--- src/design/cpsm_pkg.sv ---
// Package with shared types and constants for the capture period speed meter.
`timescale 1ns / 1ps
package cpsm_pkg;

   localparam int SPEED_FRAC_BITS = 8;
   localparam int STAMP_W = 32;
   localparam int COUNT_W = 32;
   localparam int RATE_W = 24;
   localparam int TIMEOUT_W = 16;
   localparam int AGE_W = 16;
   localparam int CSR_IDX_W = 8;
   localparam int CSR_DATA_W = 24;
   localparam int DIV_W = 32;
   localparam int DIV_CNT_W = $clog2(DIV_W);

   localparam logic [CSR_IDX_W-1:0] CSR_TICK_RATE = 8'd0;
   localparam logic [CSR_IDX_W-1:0] CSR_TIMEOUT = 8'd1;

   localparam logic [RATE_W-1:0] TICK_RATE_RESET = 24'd1000000;
   localparam logic [TIMEOUT_W-1:0] TIMEOUT_RESET = 16'd500;

   localparam logic CMD_CAPTURE = 1'b0;
   localparam logic CMD_TICK = 1'b1;

   typedef struct packed {
      logic               cmd;
      logic [STAMP_W-1:0] capture_time;
   } cpsm_req_type;

   typedef struct packed {
      logic [STAMP_W-1:0] speed_q8;
      logic [STAMP_W-1:0] period_value;
      logic [COUNT_W-1:0] capture_count;
      logic [COUNT_W-1:0] timeout_count;
      logic               timed_out;
   } cpsm_rsp_type;

   typedef struct packed {
      logic               cmd;
      logic [STAMP_W-1:0] period;
   } cpsm_job_type;

   typedef struct packed {
      logic [RATE_W-1:0]    tick_rate_hz;
      logic [TIMEOUT_W-1:0] timeout_ms;
   } cpsm_cfg_type;

   typedef struct packed {
      logic             start;
      logic [DIV_W-1:0] dividend;
      logic [DIV_W-1:0] divisor;
   } cpsm_div_req_type;

   typedef struct packed {
      logic             done;
      logic [DIV_W-1:0] quotient;
   } cpsm_div_rsp_type;

endpackage

--- src/design/cpsm_front.sv ---
// Front end: accepts items, forms the capture period and queues jobs for the back end.
`timescale 1ns / 1ps
module cpsm_front (
   input  logic                  clock,
   input  logic                  reset,
   input  logic                  req_valid,
   output logic                  req_ready,
   input  cpsm_pkg::cpsm_req_type req_data,
   output logic                  job_valid,
   input  logic                  job_pop,
   output cpsm_pkg::cpsm_job_type job_data
);
   import cpsm_pkg::*;

   logic [STAMP_W-1:0] prev_stamp_ff, prev_stamp_in;
   cpsm_job_type       slot_ff [2];
   logic               wr_ptr_ff, wr_ptr_in;
   logic               rd_ptr_ff, rd_ptr_in;
   logic [1:0]         count_ff, count_in;
   logic               push;
   logic               pop;
   cpsm_job_type       job_new;

   assign req_ready = (count_ff != 2'd2);
   assign push = req_valid && req_ready;
   assign pop = job_pop && job_valid;
   assign job_valid = (count_ff != 2'd0);
   assign job_data = slot_ff[rd_ptr_ff];

   always_comb begin
      job_new.cmd = req_data.cmd;
      job_new.period = req_data.capture_time - prev_stamp_ff;
      prev_stamp_in = prev_stamp_ff;
      if (push && (req_data.cmd == CMD_CAPTURE)) begin
         prev_stamp_in = req_data.capture_time;
      end
      wr_ptr_in = push ? ~wr_ptr_ff : wr_ptr_ff;
      rd_ptr_in = pop ? ~rd_ptr_ff : rd_ptr_ff;
      count_in = count_ff + 2'(push) - 2'(pop);
   end

   always_ff @(posedge clock) begin
      if (reset) begin
         prev_stamp_ff <= '0;
         wr_ptr_ff <= 1'b0;
         rd_ptr_ff <= 1'b0;
         count_ff <= '0;
      end else begin
         prev_stamp_ff <= prev_stamp_in;
         wr_ptr_ff <= wr_ptr_in;
         rd_ptr_ff <= rd_ptr_in;
         count_ff <= count_in;
      end
   end

   always_ff @(posedge clock) begin
      if (push) begin
         slot_ff[wr_ptr_ff] <= job_new;
      end
   end

   a_count_range: assert property (@(posedge clock) disable iff (reset)
      count_ff != 2'd3)
      else $error("queue count out of range");

   a_ptr_agree: assert property (@(posedge clock) disable iff (reset)
      (count_ff == 2'd0 || count_ff == 2'd2) |-> (wr_ptr_ff == rd_ptr_ff))
      else $error("queue pointers disagree with count");

endmodule

--- src/design/cpsm_div.sv ---
// Restoring divider that produces one quotient bit per cycle.
`timescale 1ns / 1ps
module cpsm_div (
   input  logic                      clock,
   input  logic                      reset,
   input  cpsm_pkg::cpsm_div_req_type div_req,
   output cpsm_pkg::cpsm_div_rsp_type div_rsp
);
   import cpsm_pkg::*;

   logic                 busy_ff, busy_in;
   logic                 done_ff, done_in;
   logic [DIV_CNT_W-1:0] cnt_ff, cnt_in;
   logic [DIV_W-1:0]     rem_ff, rem_in;
   logic [DIV_W-1:0]     quo_ff, quo_in;
   logic [DIV_W-1:0]     den_ff, den_in;
   logic [DIV_W:0]       trial;
   logic [DIV_W:0]       diff;
   logic                 fits;

   always_comb begin
      trial = {rem_ff, quo_ff[DIV_W-1]};
      diff = trial - {1'b0, den_ff};
      fits = (trial >= {1'b0, den_ff});
      busy_in = busy_ff;
      done_in = 1'b0;
      cnt_in = cnt_ff;
      rem_in = rem_ff;
      quo_in = quo_ff;
      den_in = den_ff;
      if (div_req.start && !busy_ff) begin
         busy_in = 1'b1;
         cnt_in = '0;
         rem_in = '0;
         quo_in = div_req.dividend;
         den_in = div_req.divisor;
      end else if (busy_ff) begin
         rem_in = fits ? diff[DIV_W-1:0] : trial[DIV_W-1:0];
         quo_in = {quo_ff[DIV_W-2:0], fits};
         cnt_in = cnt_ff + 1'b1;
         if (cnt_ff == DIV_CNT_W'(DIV_W - 1)) begin
            busy_in = 1'b0;
            done_in = 1'b1;
         end
      end
   end

   always_ff @(posedge clock) begin
      if (reset) begin
         busy_ff <= 1'b0;
         done_ff <= 1'b0;
         cnt_ff <= '0;
      end else begin
         busy_ff <= busy_in;
         done_ff <= done_in;
         cnt_ff <= cnt_in;
      end
   end

   always_ff @(posedge clock) begin
      rem_ff <= rem_in;
      quo_ff <= quo_in;
      den_ff <= den_in;
   end

   assign div_rsp.done = done_ff;
   assign div_rsp.quotient = quo_ff;

   a_done_after_busy: assert property (@(posedge clock) disable iff (reset)
      done_ff |-> $past(busy_ff))
      else $error("divider done without a preceding busy cycle");

endmodule

--- src/design/cpsm_back.sv ---
// Back end: keeps the meter state, runs the speed division and holds the result register.
`timescale 1ns / 1ps
module cpsm_back (
   input  logic                   clock,
   input  logic                   reset,
   input  cpsm_pkg::cpsm_cfg_type cfg,
   input  logic                   job_valid,
   output logic                   job_pop,
   input  cpsm_pkg::cpsm_job_type job_data,
   output logic                   rsp_valid,
   input  logic                   rsp_ready,
   output cpsm_pkg::cpsm_rsp_type rsp_data
);
   import cpsm_pkg::*;

   localparam logic [1:0] S_IDLE = 2'd0;
   localparam logic [1:0] S_DIV = 2'd1;
   localparam logic [1:0] S_DONE = 2'd2;

   logic [1:0]         state_ff, state_in;
   logic [STAMP_W-1:0] last_period_ff, last_period_in;
   logic [AGE_W-1:0]   age_ff, age_in;
   logic [STAMP_W-1:0] speed_ff, speed_in;
   logic [COUNT_W-1:0] captures_ff, captures_in;
   logic [COUNT_W-1:0] timeouts_ff, timeouts_in;
   logic               rsp_valid_ff, rsp_valid_in;
   cpsm_rsp_type       rsp_data_ff;
   logic               load;
   logic               fired;
   logic               out_free;
   logic [AGE_W-1:0]   age_next;
   cpsm_div_req_type   div_req;
   cpsm_div_rsp_type   div_rsp;

   cpsm_div u_div (
      .clock   (clock),
      .reset   (reset),
      .div_req (div_req),
      .div_rsp (div_rsp)
   );

   assign out_free = !rsp_valid_ff || rsp_ready;
   assign age_next = age_ff + 1'b1;

   always_comb begin
      state_in = state_ff;
      last_period_in = last_period_ff;
      age_in = age_ff;
      speed_in = speed_ff;
      captures_in = captures_ff;
      timeouts_in = timeouts_ff;
      load = 1'b0;
      fired = 1'b0;
      job_pop = 1'b0;
      div_req.start = 1'b0;
      div_req.dividend = DIV_W'(cfg.tick_rate_hz) << SPEED_FRAC_BITS;
      div_req.divisor = job_data.period;
      unique case (state_ff)
         S_IDLE: begin
            if (job_valid && out_free) begin
               job_pop = 1'b1;
               if (job_data.cmd == CMD_TICK) begin
                  load = 1'b1;
                  age_in = age_next;
                  if (age_next >= cfg.timeout_ms) begin
                     fired = 1'b1;
                     speed_in = '0;
                     timeouts_in = timeouts_ff + 1'b1;
                     age_in = '0;
                  end
               end else begin
                  last_period_in = job_data.period;
                  captures_in = captures_ff + 1'b1;
                  age_in = '0;
                  if (job_data.period == '0) begin
                     load = 1'b1;
                  end else begin
                     div_req.start = 1'b1;
                     state_in = S_DIV;
                  end
               end
            end
         end
         S_DIV: begin
            if (div_rsp.done) begin
               state_in = S_DONE;
            end
         end
         S_DONE: begin
            if (out_free) begin
               load = 1'b1;
               speed_in = div_rsp.quotient;
               state_in = S_IDLE;
            end
         end
         default: begin
            state_in = S_IDLE;
         end
      endcase
      rsp_valid_in = load || (rsp_valid_ff && !rsp_ready);
   end

   always_ff @(posedge clock) begin
      if (reset) begin
         state_ff <= S_IDLE;
         last_period_ff <= '0;
         age_ff <= '0;
         speed_ff <= '0;
         captures_ff <= '0;
         timeouts_ff <= '0;
         rsp_valid_ff <= 1'b0;
      end else begin
         state_ff <= state_in;
         last_period_ff <= last_period_in;
         age_ff <= age_in;
         speed_ff <= speed_in;
         captures_ff <= captures_in;
         timeouts_ff <= timeouts_in;
         rsp_valid_ff <= rsp_valid_in;
      end
   end

   always_ff @(posedge clock) begin
      if (load) begin
         rsp_data_ff.speed_q8 <= speed_in;
         rsp_data_ff.period_value <= last_period_in;
         rsp_data_ff.capture_count <= captures_in;
         rsp_data_ff.timeout_count <= timeouts_in;
         rsp_data_ff.timed_out <= fired;
      end
   end

   assign rsp_valid = rsp_valid_ff;
   assign rsp_data = rsp_data_ff;

   a_timeout_zero_speed: assert property (@(posedge clock) disable iff (reset)
      (load && fired) |=> (speed_ff == '0 && age_ff == '0 && rsp_data_ff.speed_q8 == '0))
      else $error("timeout did not clear speed and age");

   a_done_in_div: assert property (@(posedge clock) disable iff (reset)
      div_rsp.done |-> (state_ff == S_DIV))
      else $error("divider finished outside the divide state");

   a_no_load_over_stall: assert property (@(posedge clock) disable iff (reset)
      (rsp_valid_ff && !rsp_ready) |-> !load)
      else $error("result register overwritten while stalled");

endmodule

--- src/design/capture_period_speed_meter_top.sv ---
// Top level of the capture period speed meter: configuration registers and front/back hookup.
//
// Items enter on req_valid/req_ready. Each item is a capture event (cmd 0, with a
// 32-bit timer stamp) or a one-millisecond tick (cmd 1); each returns one result on
// rsp_valid/rsp_ready with speed, period, capture and timeout counts and a timeout flag.
// Registers are written through csr_valid/csr_ready with csr_index and csr_wdata:
// index 0 is the timer tick rate in Hz, index 1 the timeout in milliseconds. Writes
// are always accepted and should be made only while the block is idle.
// A tick result is loaded into the result register as the back end pops the tick from
// the queue. A capture with a nonzero period goes through a 32-step restoring divider
// and its quotient is loaded afterwards; the back end takes no new item until then,
// while ticks and zero-period captures sustain one item per cycle when rsp_ready is held high.
// A two-entry queue sits between the front end and the back end, so the block keeps
// accepting items while a result waits; when the receiver stalls the result register
// holds, the queue fills and req_ready then drops.
// Reset clears all meter state and counters and loads tick rate 1000000 Hz and
// timeout 500 ms.
`timescale 1ns / 1ps
module capture_period_speed_meter_top (
   input  logic                                  clock,
   input  logic                                  reset,
   input  logic                                  req_valid,
   output logic                                  req_ready,
   input  cpsm_pkg::cpsm_req_type                 req_data,
   output logic                                  rsp_valid,
   input  logic                                  rsp_ready,
   output cpsm_pkg::cpsm_rsp_type                 rsp_data,
   input  logic                                  csr_valid,
   output logic                                  csr_ready,
   input  logic [cpsm_pkg::CSR_IDX_W-1:0]        csr_index,
   input  logic [cpsm_pkg::CSR_DATA_W-1:0]       csr_wdata
);
   import cpsm_pkg::*;

   cpsm_cfg_type cfg_ff, cfg_in;
   logic         job_valid;
   logic         job_pop;
   cpsm_job_type job_data;

   assign csr_ready = 1'b1;

   always_comb begin
      cfg_in = cfg_ff;
      if (csr_valid) begin
         if (csr_index == CSR_TICK_RATE) begin
            cfg_in.tick_rate_hz = csr_wdata[RATE_W-1:0];
         end else if (csr_index == CSR_TIMEOUT) begin
            cfg_in.timeout_ms = csr_wdata[TIMEOUT_W-1:0];
         end
      end
   end

   always_ff @(posedge clock) begin
      if (reset) begin
         cfg_ff.tick_rate_hz <= TICK_RATE_RESET;
         cfg_ff.timeout_ms <= TIMEOUT_RESET;
      end else begin
         cfg_ff <= cfg_in;
      end
   end

   cpsm_front u_front (
      .clock     (clock),
      .reset     (reset),
      .req_valid (req_valid),
      .req_ready (req_ready),
      .req_data  (req_data),
      .job_valid (job_valid),
      .job_pop   (job_pop),
      .job_data  (job_data)
   );

   cpsm_back u_back (
      .clock     (clock),
      .reset     (reset),
      .cfg       (cfg_ff),
      .job_valid (job_valid),
      .job_pop   (job_pop),
      .job_data  (job_data),
      .rsp_valid (rsp_valid),
      .rsp_ready (rsp_ready),
      .rsp_data  (rsp_data)
   );

endmodule
--- config.mk ---
export PLATFORM = sky130hd
export DESIGN_NAME = capture_period_speed_meter_top
export DESIGN_NICKNAME = d
export VERILOG_FILES = /design/src/design/cpsm_pkg.sv /design/src/design/cpsm_front.sv /design/src/design/cpsm_div.sv /design/src/design/cpsm_back.sv /design/src/design/capture_period_speed_meter_top.sv
export SDC_FILE = /design/constraint.sdc
export NUM_CORES = 1
export LEC_CHECK = 0
export BUFFER_PORTS_ARGS = -buffer_cell sky130_fd_sc_hd__buf_2
export CAP_MARGIN = 20
export CELL_PAD_IN_SITES_DETAIL_PLACEMENT = 2
export CELL_PAD_IN_SITES_GLOBAL_PLACEMENT = 2
export CORE_ASPECT_RATIO = 2
export CORE_MARGIN = 5
export CORE_UTILIZATION = 36
export DETAILED_ROUTE_END_ITERATION = 10
export PLACE_DENSITY = 0.73
export SYNTH_ARGS = -nofsm -noshare
export SYNTH_HDL_FRONTEND = slang
export SYNTH_SLANG_ARGS = --single-unit
--- constraint.sdc ---
create_clock -name clock -period 6.97 [get_ports clock]
set_input_delay 0.697 -clock clock [delete_from_list [all_inputs] [get_ports clock]]
set_output_delay 0.697 -clock clock [all_outputs]
set_load 0.02 [all_outputs]
==> impl_metrics.ini <==
[status]
status = complete, no violations

[floorplan]
rows = 133
die-area_um2 = 72100
die_h_um = 375
start_util = 0.363
core_um2 = 65900
num_io_pins = 202
die_w_um = 192

[worst_setup_path]
cp_common_cell = and3_1
critical_path_class = flop to flop
crit_slowest_cell = o21ai_1
ff2ff_setup_slack_ns = 2.35
crit_arrival_ns = 5.08
crit_path_cell_trace = and4_1 -> and2_1 -> and3_1 -> and3_1 -> nand3_1 -> xnor2_1 -> ha_1 -> a211oi_1 -> nand2b_1 -> o21a_1 -> o21ai_1 -> mux2_2 -> nor2b_1
rr_endpoint = u_back.timeouts_ff[1]
r2r_cells = 13
r2r_start = u_back.age_ff[2]
critPathMaxFanout = 13
critPathMaxStageDelay_ns = 0.76
required_ns = 7.43
startpoint_type = flop
worstSetupEndpointType = flop

[timing]
tightestPinTransition_ns = 1.05
fin_crit_sh = 0.663
finalSetupTns_ns = 0
fin_ws_ns = 2.35
skew_ns = 0.0133
relSlewSlack = 0.298
rsz0062_at_grt = false
setup_violations = 0
hold_viol_final = 0
period_needed_ns = 4.62
slew_viol_final = 0
max_freq_ghz = 0.216

[clocking]
clk_latency_ns = 0.60
ctsLongestPathBuffers = 3
post_cts_buffers = 0
cts_tree = done
holdBufCountCts = 0
clockRootBuffer = clkbuf_16
cts.sinks = 522
cts_buffers = 51
clk_pin_slew_ns = 0.06
ctsResizeCount = 0
cts-htree-levels = 2

[min_path]
hp-class = input port to flop
min_from = csr_wdata[19]
hold_end = cfg_ff[35]
hold_depth = 3

[synth]
ys_seq_elements = 522
synth_top_area_share = 0.315
synthSimpleGateAreaFrac = 0.158
synth-compound-area-share = 0.122
synth_area_leaders = edfxtp_1, dfxtp_1, ha_1, nand2_1, mux2_2
synth_nets = 2415
postSynthCellCount = 2257
ys_seq_area_frac = 0.541
yosys.area_share.adder = 0.0466
synthMuxAreaShare = 0.0491
synth-edff-count = 251
syn-cell-area_um2 = 23900
yosysTopAreaCell = edfxtp_1
synth_top_family_by_area = simple AND/OR/NAND/NOR gates
synth_top_flop_cell = dfxtp_1
synth-async-reset-ratio = 0
synth.distinct_cells = 73
avgSynthCellArea_um2 = 10.6
synth_xor_area_frac = 0.0497
synth_warnings = 0

[drt]
vias_per_cell = 5.29
drtIter0Drc = 513
route.vias.total = 17717
ant_nets = 0
wl_per_cell_um = 21.0
wl_mm = 70.3
dr.pass1.iters = 5
remaining_drc_errors = 0

[pwr]
power_switching_uw = 3550
switching_share = 0.348
seqPwrFrac = 0.422
power_density_nw_per_um2 = 370
cellLeakagePower_uw = 0.0108
irDropWorstVdd_uv = 177
pwr-share-comb = 0.297
p_clk_frac = 0.281
p_int_uw = 6670

[run]
max_cap_viol_count = 0

[global_route]
antenna_found_initial = 6
overflow = 0
grt_first_pass_wirelength_mm = 111
grt_max_degree = 88
grt_pass1_vias = 20199
grt_usage = 0.192

[finish]
ff_latch_area_um2 = 13000
nets = 2586
syn_to_final_growth_pct = 15.3
fillCellCount = 7111
multiInputGateArea_um2 = 10200
drive_gt1_frac = 0.170

[placement]
io_buffers = 200
place_congestion = 0.808
pre_cts_slack_ns = 2.43
dp.final_hpwl_mm = 51.4
how the worst max path moves through the flow:
stage	start	end	slack, ns	cells past startpoint
after global placement	u_back.age_ff[2]	u_back.timeouts_ff[1]	2.76	13
after CTS	u_back.age_ff[2]	u_back.timeouts_ff[1]	2.37	13
after global routing	u_back.age_ff[2]	u_back.timeouts_ff[1]	2.04	13
final	u_back.age_ff[2]	u_back.timeouts_ff[1]	2.35	13
after detailed placement	u_back.age_ff[2]	u_back.timeouts_ff[1]	2.43	13
after floorplan	flop	u_back.rsp_data[0]	1.74	7
per-stage QoR:
step / utilization / std cells / hold WS (ns) / total power [uW] / cell area (um2)
after floorplan: - / 2257 / 0.435 / 6340 / 23900
after global placement: 0.392 / 3250 / 0.442 / 7270 / 25800
after detailed placement: 0.392 / 3250 / 0.450 / 7430 / 25800
after CTS: 0.418 / 3346 / 0.287 / 10400 / 27600
after global routing: 0.419 / 3348 / 0.320 / 10800 / 27600
final: 0.419 / 3350 / 0.326 / 10200 / 27600
logic make-up (layout without fill, tap and decap cells):
kind of cell    count (synthesis)  count (layout)
buf+inv                       207             421
xor+xnor                      136             136
mux                           105             105
fa+ha+maj                      88              88
other cells                     1               3
flops                         522             522
simple gates                  748             748
compound gates                450             450
Yosys cell counts (4+ instances only):
master     count
mux2_2        90
a2111oi_0      5
nand2_1      279
a211oi_1       6
nor3b_1        5
a31oi_1        9
nand3b_1      20
edfxtp_1     251
and2_1        14
or2_2          7
nor2b_1      140
and4_1         9
mux2i_1       14
a21o_1        27
nor3_1        12
o2bb2ai_1     32
nor4_1        22
or3_1          4
o2111ai_1      8
nand4_1       24
o21bai_1       5
o21ai_0       87
buf_2          8
a21boi_0       4
a32oi_1        5
inv_1        104
nor2_1       103
xor2_1        58
dfxtp_1      271
ha_1          86
a22oi_1       43
nand3_1       35
clkbuf_1      89
a31o_2         4
o21a_1        10
nand2b_1      17
a311o_1        7
o211ai_1       8
xnor2_1       78
a21oi_1      141
a22o_1        20
and3_1        40
or4_1          6
a221oi_1       5
final cells by class:
class | instances | area share
clock inverters | 24 | 0.00811
flip-flops and latches | 522 | 0.470
multi-input cells | 1528 | 0.370
clock buffers | 72 | 0.0547
inverters | 105 | 0.0143
repair buffers | 220 | 0.0430
well taps | 877 | 0.0398
diodes | 2 | 0.000181
layout by cell type, fill, tap and decap left out, drive strengths merged, types with 23 or more instances in the layout:
cell	count
nand4	24
a22oi	43
and3	40
nand2	279
nand3	35
nor4	23
edfxtp	251
a21o	27
clkbuf	72
inv	108
buf	220
a21oi	141
ha	86
mux2	90
xor2	58
o2bb2ai	32
nor2b	140
o21ai	90
xnor2	78
dfxtp	271
nor2	105
sequential cells by signal, summed over array words and instances (netlist names), named ones only:
| signal | flops |
|---|---|
| u_back.rsp_data | 129 |
| u_front.slot_ff | 66 |
| cfg_ff | 40 |
| u_back.captures_ff | 32 |
| u_back.last_period_ff | 32 |
| u_back.speed_ff | 32 |
| u_back.timeouts_ff | 32 |
| u_back.u_div.den_ff | 32 |
| u_back.u_div.quo_ff | 32 |
| u_back.u_div.rem_ff | 32 |
| u_front.prev_stamp_ff | 32 |
| u_back.age_ff | 16 |
| u_back.u_div.cnt_ff | 5 |
| u_back.state_ff | 2 |
| u_front.count_ff | 2 |
| u_back.rsp_valid | 1 |
| u_back.u_div.busy_ff | 1 |
| u_back.u_div.done_ff | 1 |
| u_front.rd_ptr_ff | 1 |
| u_front.wr_ptr_ff | 1 |
per-layer routing:
layer  GRT usage  vias up  share of wire
li1            -     8364              -
met1       0.207     8885           0.38
met2       0.372      336           0.55
met3      0.0245      128          0.032
met4      0.0719        4          0.038
met5           0        -        0.00030
critical path, delay by kind of cell (launching register included):
kind            cells  cell delay, ns
fa+ha+maj           1            0.31
flops               1            0.44
xor+xnor            1            0.28
mux                 1            0.43
compound gates      3            1.57
simple gates        7            1.46
power by group through the flow:
stage / clock (uW) / sequential (uW) / combinational (uW)
detailed placement: 0 / 4380 / 3060
finish: 2880 / 4310 / 3030
global placement: 0 / 4350 / 2910
floorplan: 0 / 4500 / 1840
CTS: 2970 / 4330 / 3080
global route: 3080 / 4380 / 3320
(Power assumes the default switching activity.)
